<file path="src/hw/rtl/atbf_pkg.sv">
// Shared types, constants and the binary header prefix for the response framer.
`timescale 1ns / 1ps
`default_nettype none
package atbf_pkg;

   localparam logic [12:0] FRAME_LIMIT     = 13'd4096;
   localparam logic [12:0] MAX_FRAME_RESET = 13'd1024;
   localparam logic [12:0] PREFIX_BYTES    = 13'd10;
   localparam logic [12:0] LEN_HI_POS      = 13'd11;
   localparam logic [12:0] HEADER_BYTES    = 13'd12;
   localparam logic [7:0]  CHAR_CR         = 8'h0D;
   localparam logic [7:0]  CHAR_LF         = 8'h0A;

   typedef enum logic [1:0] {
      KIND_TEXT     = 2'd0,
      KIND_BINARY   = 2'd1,
      KIND_OVERFLOW = 2'd2
   } frame_kind_type;

   typedef struct packed {
      logic [7:0]     out_byte;
      logic           frame_end;
      frame_kind_type frame_kind;
      logic [12:0]    frame_length;
   } rsp_payload_type;

   // "$$BinRecv:" by position 0..9
   function automatic logic [7:0] prefix_byte(input logic [3:0] idx);
      logic [7:0] b;
      unique case (idx)
         4'd0:    b = 8'h24;
         4'd1:    b = 8'h24;
         4'd2:    b = 8'h42;
         4'd3:    b = 8'h69;
         4'd4:    b = 8'h6E;
         4'd5:    b = 8'h52;
         4'd6:    b = 8'h65;
         4'd7:    b = 8'h63;
         4'd8:    b = 8'h76;
         4'd9:    b = 8'h3A;
         default: b = 8'h00;
      endcase
      return b;
   endfunction

endpackage
`default_nettype wire

</file>
<file path="src/hw/rtl/atbf_if.sv">
// Request and response channel interfaces of the response framer.
`timescale 1ns / 1ps
`default_nettype none
interface atbf_req_if;
   logic       valid;
   logic       ready;
   logic [7:0] rx_byte;

   modport source (output valid, output rx_byte, input ready);
   modport sink   (input valid, input rx_byte, output ready);
endinterface

interface atbf_rsp_if;
   logic        valid;
   logic        ready;
   logic [7:0]  out_byte;
   logic        frame_end;
   logic [1:0]  frame_kind;
   logic [12:0] frame_length;

   modport source (output valid, output out_byte, output frame_end, output frame_kind,
                   output frame_length, input ready);
   modport sink   (input valid, input out_byte, input frame_end, input frame_kind,
                   input frame_length, output ready);
endinterface
`default_nettype wire

</file>
<file path="src/hw/rtl/atbf_framer_core.sv">
// Frame state, capacity register and per-byte framing decision.
`timescale 1ns / 1ps
`default_nettype none
module atbf_framer_core (
   input  wire logic                      clock,
   input  wire logic                      reset,
   input  wire logic                      csr_we,
   input  wire logic [12:0]               csr_wdata,
   input  wire logic                      accept,
   input  wire logic [7:0]                rx_byte,
   output      atbf_pkg::rsp_payload_type result
);

   logic [12:0] max_frame_ff;
   logic [12:0] byte_count_ff, byte_count_in;
   logic        prefix_ok_ff, prefix_ok_in;
   logic        in_binary_ff, in_binary_in;
   logic [11:0] payload_length_ff, payload_length_in;

   logic [12:0] limit;
   logic [12:0] count_inc;
   logic [12:0] bin_end;

   assign limit = (max_frame_ff > atbf_pkg::FRAME_LIMIT) ? atbf_pkg::FRAME_LIMIT : max_frame_ff;
   assign count_inc = byte_count_ff + 13'd1;
   assign bin_end   = atbf_pkg::HEADER_BYTES + {1'b0, payload_length_ff};

   always_comb begin
      byte_count_in       = count_inc;
      prefix_ok_in        = prefix_ok_ff;
      in_binary_in        = in_binary_ff;
      payload_length_in   = payload_length_ff;
      result.out_byte     = rx_byte;
      result.frame_end    = 1'b0;
      result.frame_kind   = atbf_pkg::KIND_TEXT;
      result.frame_length = 13'd0;

      if (count_inc <= atbf_pkg::PREFIX_BYTES) begin
         if (rx_byte != atbf_pkg::prefix_byte(count_inc[3:0] - 4'd1)) begin
            prefix_ok_in = 1'b0;
         end
      end else if (count_inc == atbf_pkg::LEN_HI_POS) begin
         payload_length_in = {rx_byte[3:0], 8'h00};
      end

      // twelfth byte: never a terminator or binary end
      if (count_inc == atbf_pkg::HEADER_BYTES) begin
         payload_length_in = {payload_length_ff[11:8], rx_byte};
         in_binary_in      = prefix_ok_ff;
      end else if (in_binary_ff) begin
         if (count_inc >= bin_end) begin
            result.frame_end    = 1'b1;
            result.frame_kind   = atbf_pkg::KIND_BINARY;
            result.frame_length = count_inc;
         end
      end else if (rx_byte == atbf_pkg::CHAR_CR || rx_byte == atbf_pkg::CHAR_LF) begin
         result.out_byte     = 8'h00;
         result.frame_end    = 1'b1;
         result.frame_kind   = atbf_pkg::KIND_TEXT;
         result.frame_length = byte_count_ff;
      end

      if (!result.frame_end && count_inc >= limit) begin
         result.frame_end    = 1'b1;
         result.frame_kind   = atbf_pkg::KIND_OVERFLOW;
         result.frame_length = 13'd0;
      end

      if (result.frame_end) begin
         byte_count_in     = 13'd0;
         prefix_ok_in      = 1'b1;
         in_binary_in      = 1'b0;
         payload_length_in = 12'd0;
      end
   end

   always_ff @(posedge clock) begin
      if (reset) begin
         max_frame_ff      <= atbf_pkg::MAX_FRAME_RESET;
         byte_count_ff     <= 13'd0;
         prefix_ok_ff      <= 1'b1;
         in_binary_ff      <= 1'b0;
         payload_length_ff <= 12'd0;
      end else begin
         if (csr_we) begin
            max_frame_ff <= csr_wdata;
         end
         if (accept) begin
            byte_count_ff     <= byte_count_in;
            prefix_ok_ff      <= prefix_ok_in;
            in_binary_ff      <= in_binary_in;
            payload_length_ff <= payload_length_in;
         end
      end
   end

endmodule
`default_nettype wire

</file>
<file path="src/hw/rtl/atbf_out_buffer.sv">
// Response register with skid stage; input is held off while the skid stage is full.
`timescale 1ns / 1ps
`default_nettype none
module atbf_out_buffer (
   input  wire logic                      clock,
   input  wire logic                      reset,
   input  wire logic                      in_valid,
   output      logic                      in_ready,
   input  wire atbf_pkg::rsp_payload_type in_data,
   output      logic                      out_valid,
   input  wire logic                      out_ready,
   output      atbf_pkg::rsp_payload_type out_data
);

   logic                      main_valid_ff, main_valid_in;
   logic                      skid_valid_ff, skid_valid_in;
   atbf_pkg::rsp_payload_type main_data_ff, main_data_in;
   atbf_pkg::rsp_payload_type skid_data_ff, skid_data_in;
   logic                      take;
   logic                      load;

   assign in_ready  = !skid_valid_ff;
   assign out_valid = main_valid_ff;
   assign out_data  = main_data_ff;
   assign take      = main_valid_ff && out_ready;
   assign load      = in_valid && in_ready;

   always_comb begin
      main_valid_in = main_valid_ff;
      skid_valid_in = skid_valid_ff;
      main_data_in  = main_data_ff;
      skid_data_in  = skid_data_ff;
      priority if (skid_valid_ff) begin
         if (take) begin
            main_data_in  = skid_data_ff;
            skid_valid_in = 1'b0;
         end
      end else if (load) begin
         if (!main_valid_ff || take) begin
            main_valid_in = 1'b1;
            main_data_in  = in_data;
         end else begin
            skid_valid_in = 1'b1;
            skid_data_in  = in_data;
         end
      end else if (take) begin
         main_valid_in = 1'b0;
      end
   end

   always_ff @(posedge clock) begin
      if (reset) begin
         main_valid_ff <= 1'b0;
         skid_valid_ff <= 1'b0;
      end else begin
         main_valid_ff <= main_valid_in;
         skid_valid_ff <= skid_valid_in;
      end
   end

   always_ff @(posedge clock) begin
      main_data_ff <= main_data_in;
      skid_data_ff <= skid_data_in;
   end

endmodule
`default_nettype wire

</file>
<file path="src/hw/rtl/at_response_binary_framer_unit.sv">
// Top level of the modem response framer.
// Takes one received byte per request and returns one response per byte: the byte
// (a text-line CR/LF replaced by 0), an end-of-frame flag, the frame kind (text,
// binary, overflow) and its length. A frame whose bytes 1-10 are "$$BinRecv:" is
// binary, with its payload length in bytes 11-12. A request is accepted every
// cycle while the skid register is empty; its response is registered in the main
// register, or in the skid register while one waits, the framing decision being
// one pass of logic between the frame state and the response register. A two-deep
// response buffer keeps the request side running while a response waits. csr_wdata
// sets the frame limit (reset 1024, clamped to 4096); write it only while idle.
`timescale 1ns / 1ps
`default_nettype none
module at_response_binary_framer_unit (
   input  wire logic        clock,
   input  wire logic        reset,
   atbf_req_if.sink         req_if,
   atbf_rsp_if.source       rsp_if,
   input  wire logic        csr_we,
   input  wire logic [12:0] csr_wdata
);

   logic                      req_ready;
   logic                      accept;
   atbf_pkg::rsp_payload_type step_result;
   atbf_pkg::rsp_payload_type rsp_data;

   assign req_if.ready = req_ready;
   assign accept       = req_if.valid && req_ready;

   atbf_framer_core u_core (
      .clock     (clock),
      .reset     (reset),
      .csr_we    (csr_we),
      .csr_wdata (csr_wdata),
      .accept    (accept),
      .rx_byte   (req_if.rx_byte),
      .result    (step_result)
   );

   atbf_out_buffer u_out (
      .clock     (clock),
      .reset     (reset),
      .in_valid  (req_if.valid),
      .in_ready  (req_ready),
      .in_data   (step_result),
      .out_valid (rsp_if.valid),
      .out_ready (rsp_if.ready),
      .out_data  (rsp_data)
   );

   assign rsp_if.out_byte     = rsp_data.out_byte;
   assign rsp_if.frame_end    = rsp_data.frame_end;
   assign rsp_if.frame_kind   = rsp_data.frame_kind;
   assign rsp_if.frame_length = rsp_data.frame_length;

endmodule
`default_nettype wire

</file>
<file path="src/flat_wrapper.sv">
// flat-port wrapper written by rule: the top's interface ports become plain ports
module at_response_binary_framer_unit_flat 
  (clock, reset, csr_we, csr_wdata, req_if_valid, req_if_rx_byte, req_if_ready, rsp_if_valid, rsp_if_out_byte, rsp_if_frame_end, rsp_if_frame_kind, rsp_if_frame_length, rsp_if_ready);
  atbf_req_if req_if_i ();
  atbf_rsp_if rsp_if_i ();
  input  wire logic clock;
  input  wire logic reset;
  input  wire logic csr_we;
  input  wire logic [12:0] csr_wdata;
  input wire logic [$bits(req_if_i.valid)-1:0] req_if_valid;
  input wire logic [$bits(req_if_i.rx_byte)-1:0] req_if_rx_byte;
  output wire logic [$bits(req_if_i.ready)-1:0] req_if_ready;
  output wire logic [$bits(rsp_if_i.valid)-1:0] rsp_if_valid;
  output wire logic [$bits(rsp_if_i.out_byte)-1:0] rsp_if_out_byte;
  output wire logic [$bits(rsp_if_i.frame_end)-1:0] rsp_if_frame_end;
  output wire logic [$bits(rsp_if_i.frame_kind)-1:0] rsp_if_frame_kind;
  output wire logic [$bits(rsp_if_i.frame_length)-1:0] rsp_if_frame_length;
  input wire logic [$bits(rsp_if_i.ready)-1:0] rsp_if_ready;
  assign req_if_i.valid = req_if_valid;
  assign req_if_i.rx_byte = req_if_rx_byte;
  assign req_if_ready = req_if_i.ready;
  assign rsp_if_valid = rsp_if_i.valid;
  assign rsp_if_out_byte = rsp_if_i.out_byte;
  assign rsp_if_frame_end = rsp_if_i.frame_end;
  assign rsp_if_frame_kind = rsp_if_i.frame_kind;
  assign rsp_if_frame_length = rsp_if_i.frame_length;
  assign rsp_if_i.ready = rsp_if_ready;
  at_response_binary_framer_unit u_core (.clock(clock), .reset(reset), .req_if(req_if_i), .rsp_if(rsp_if_i), .csr_we(csr_we), .csr_wdata(csr_wdata));
endmodule
</file>
<file path="config.mk">
export PLATFORM = sky130hd
export DESIGN_NAME = at_response_binary_framer_unit_flat
export DESIGN_NICKNAME = d
export VERILOG_FILES = /design/src/hw/rtl/atbf_pkg.sv /design/src/hw/rtl/atbf_if.sv /design/src/hw/rtl/atbf_framer_core.sv /design/src/hw/rtl/atbf_out_buffer.sv /design/src/hw/rtl/at_response_binary_framer_unit.sv /design/src/flat_wrapper.sv
export SDC_FILE = /design/constraint.sdc
export NUM_CORES = 1
export LEC_CHECK = 0
export BUFFER_PORTS_ARGS = -buffer_cell sky130_fd_sc_hd__buf_2
export CORE_UTILIZATION = 45
export CTS_CLUSTER_DIAMETER = 40
export DETAILED_ROUTE_END_ITERATION = 8
export PLACE_DENSITY_LB_ADDON = 0.12
export SLEW_MARGIN = 20
export SYNTH_ARGS = -nofsm -noshare
export SYNTH_HDL_FRONTEND = slang
export SYNTH_HIERARCHICAL = 1
export SYNTH_SLANG_ARGS = --single-unit
</file>
<file path="constraint.sdc">
create_clock -name clock -period 5.2 [get_ports clock]
set_clock_uncertainty 0.15 [all_clocks]
set_input_delay 0.26 -clock clock [delete_from_list [all_inputs] [get_ports clock]]
set_output_delay 0.26 -clock clock [all_outputs]
set_load 0.02 [all_outputs]
</file>
==> reports/metrics.yaml <==
status: "completed"
clk_latency_ps: 340
p_per_area_nw_per_um2: 286
drtIter0Drc: 188
rsz0062_at_grt: "no"
vias: 3795
grt_pass1_vias: 3609
syn2layout_area_growth_pct: 12.6
fin_util_pct: 52.8
syn_area_sq_um: 5150
gp_congestion: 0.891
drcViolationCount: 0
pre_cts_ws_ps: 692
drive_gt1_share_pct: 20.9
cts_sinks: 90
switchingPower_uw: 410
synth_most_common_cell: "edfxtp_1"
max_freq_mhz: 219
maxSlewHeadroom_pct: 43.8
end_kind: "flop"
io_buffers: 51
ir_worst_vdd_mv: 0.131
yosys.area.top_type: "edfxtp_1"
synth_cells: 495
p_comb_share_pct: 11.8
fin_crit_ps: 4560
firstDrtPassIters: 4
swShare_pct: 24.8
syn_nets: 552
rows: 38
worstPathArrival_ps: 4500
root_buffer: "clkbuf_16"
cp_slowest_cell: "dfxtp_1"
maxCapViolCount: 0
critPathRequiredTime_ps: 5140
syn_avg_cell_area_sq_um: 10.4
crit_chain: "ha_1 -> and3_1 -> nand2_1 -> and2_1 -> or2_2 -> ha_1 -> and2_0 -> a32o_1 -> o311a_1 -> o21ai_1 -> buf_4 -> nor2_2 -> a22o_1 -> mux2_2"
fin_crit_sh_pct: 87.7
path_delay_family: "simple AND/OR/NAND/NOR gates"
grt_pass1_wl_microns: 18900
cp_max_fo: 12
diodes: 0
cts_tree: "done"
ys_types: 66
setup_tns_ps: 0
synthArstFlopShare_pct: 0
cts_resized: 0
worst-path-buf-inv: 1
multiInputGateArea_sq_um: 2630
fp.dieArea_sq_um: 11900
finalHoldViolCount: 0
synth_seq_cells: 90
yosysTopAreaCellShare_pct: 28.0
die_h_microns: 109
synthTopCellsByArea: "edfxtp_1 (28%), dfxtp_1 (16%), ha_1 (7.5%)"
worstSetupPathType: "reg2reg"
nFillCells: 985
antenna_found_initial: 0
cts_max_path_buffers: 2
htree_levels: 3
core-area_sq_um: 11000
ys_warn_count: 6
internal_power_uw: 1250
wl_microns: 11600
slowest_delay_ps: 560
p_leak_uw: 0.00232
synth_flop_cell: "edfxtp_1"
hold_path_class: "in2reg"
place_area_sq_um: 5450
layout_setup_ws_ps: 641
wl_per_cell_microns: 17.1
clockPowerShare_pct: 40.1
dp.final_hpwl_microns: 8500
die_x_microns: 109
synth_edf_count: 48
final_antenna_net_count: 0
final_nets: 592
final-seq-area_sq_um: 2280
synthTopCellsByCount: "edfxtp_1 (48), nand2_1 (47), dfxtp_1 (42), nor2_1 (32), ha_1 (31)"
power_frac_seq_pct: 48.2
initial_core_util_pct: 46.9
holdWs_ps: 4.64
globalRouteTotalUtil_pct: 21.0
finish.instance_area_sq_um: 5800
drv_slew: 0
finalSetupViolCount: 0
synth-seq-area-share_pct: 44.3
critPathMostFrequentCell: "ha_1"
clkTransAtPathRegs_ps: 70
worstMarginPinSlew_ps: 836
critPathLaunchType: "flop"
ios: 52
grt_overflow: 0
cts_made_buffers: 9
grt_max_degree: 33
vias_per_cell: 5.58
flip-flops by register name, indices dropped and copies added (netlist names):
name                             cells
u_core/u_core/max_frame_ff          13
u_core/u_core/payload_length_ff     12
u_core/u_out/skid_valid_ff           1
u_core/u_core/prefix_ok_ff           1
u_core/u_out/out_data               24
u_core/u_core/in_binary_ff           1
u_core/u_out/out_valid               1
u_core/u_core/byte_count_ff         13
u_core/u_out/skid_data_ff           24
layer usage:
layer	GRT usage [%]	wire (microns)	vias to the layer above
li1	-	-	1882
met4	8.59	253	0
met1	28.3	5380	1813
met2	33.5	5490	79
met5	0	0	-
met3	3.29	503	21
worst reg2reg max path: stages, from the launching register on:
cell and delay (ps):
dfxtp_1 560, ha_1 370, and3_1 360, nand2_1 150
and2_1 200, or2_2 330, ha_1 310, and2_0 180
a32o_1 270, o311a_1 380, o21ai_1 160, buf_4 190
nor2_2 120, a22o_1 320, mux2_2 260
path summary, 6_finish.rpt:
path	start	slack, ps	to	cells past startpoint
worst max register to register	u_core/u_core/byte_count_ff[0]	640	u_core/u_out/out_data[2]	14
worst min register to register	u_core/u_core/max_frame_ff[3]	350	u_core/u_core/max_frame_ff[3]	2
worst min-delay path	csr_wdata[5]	5	u_core/u_core/max_frame_ff[5]	3
worst max-delay path	u_core/u_core/byte_count_ff[0]	640	u_core/u_out/out_data[2]	14
cells by family (layout without fill, tap and decap cells):
family / count (synthesis) / in the layout / synth area share (%)
AOI/OAI and AO/OA: 98 / 98 / 13.7
adders and majority gates: 31 / 31 / 7.54
xor gates and xnor gates: 25 / 25 / 4.40
and+or+nand+nor: 158 / 158 / 15.9
muxes: 43 / 43 / 9.43
buffers and inverters: 50 / 95 / 4.69
DFF: 90 / 90 / 44.3
through the flow:
step / power, uW / cells
after detailed placement: 1010 / 660
after CTS: 1670 / 680
after global routing: 1730 / 680
final: 1660 / 680
after floorplan: 948 / 495
after global placement: 1000 / 660
power groups by stage:
stage	Clock, uW	Combinational, uW	Sequential [uW]
after floorplan	0	116	832
after global placement	0	191	812
after detailed placement	0	194	814
after CTS	677	196	798
after global routing	711	215	801
final	663	195	797
cell type report:
| class | count | share of cell area [%] |
|---|---|---|
| multi-input combinational | 355 | 45.3 |
| clock inverter | 6 | 1.12 |
| clock buffer | 10 | 4.12 |
| tap | 140 | 3.02 |
| inverter | 18 | 1.17 |
| sequential | 90 | 39.4 |
| timing repair buffer | 61 | 5.87 |
layout by cell type, fill, tap and decap left out, drive strengths merged, types with 3 or more instances in the layout:
cell,n
nand4,8
xor2,14
a31oi,3
buf,57
a22o,21
dlygate4sd3,4
a21oi,23
dfxtp,42
edfxtp,48
and2,7
nor2,33
nor2b,9
o21ai,21
or2,3
and4,4
clkbuf,10
mux2,26
nand3,20
nor3,7
mux2i,17
nand2b,3
nand2,47
a211oi,5
o211ai,3
clkinv,4
nand3b,4
inv,18
xnor2,11
and3,3
ha,31
what timing repair did:
| item | CTS | global route |
|---|---|---|
| buffers inserted | 0 | 0 |
| hold buffers | 4 | 0 |
| hold endpoints to repair | 4 | 0 |
(Power assumes the default switching activity.)
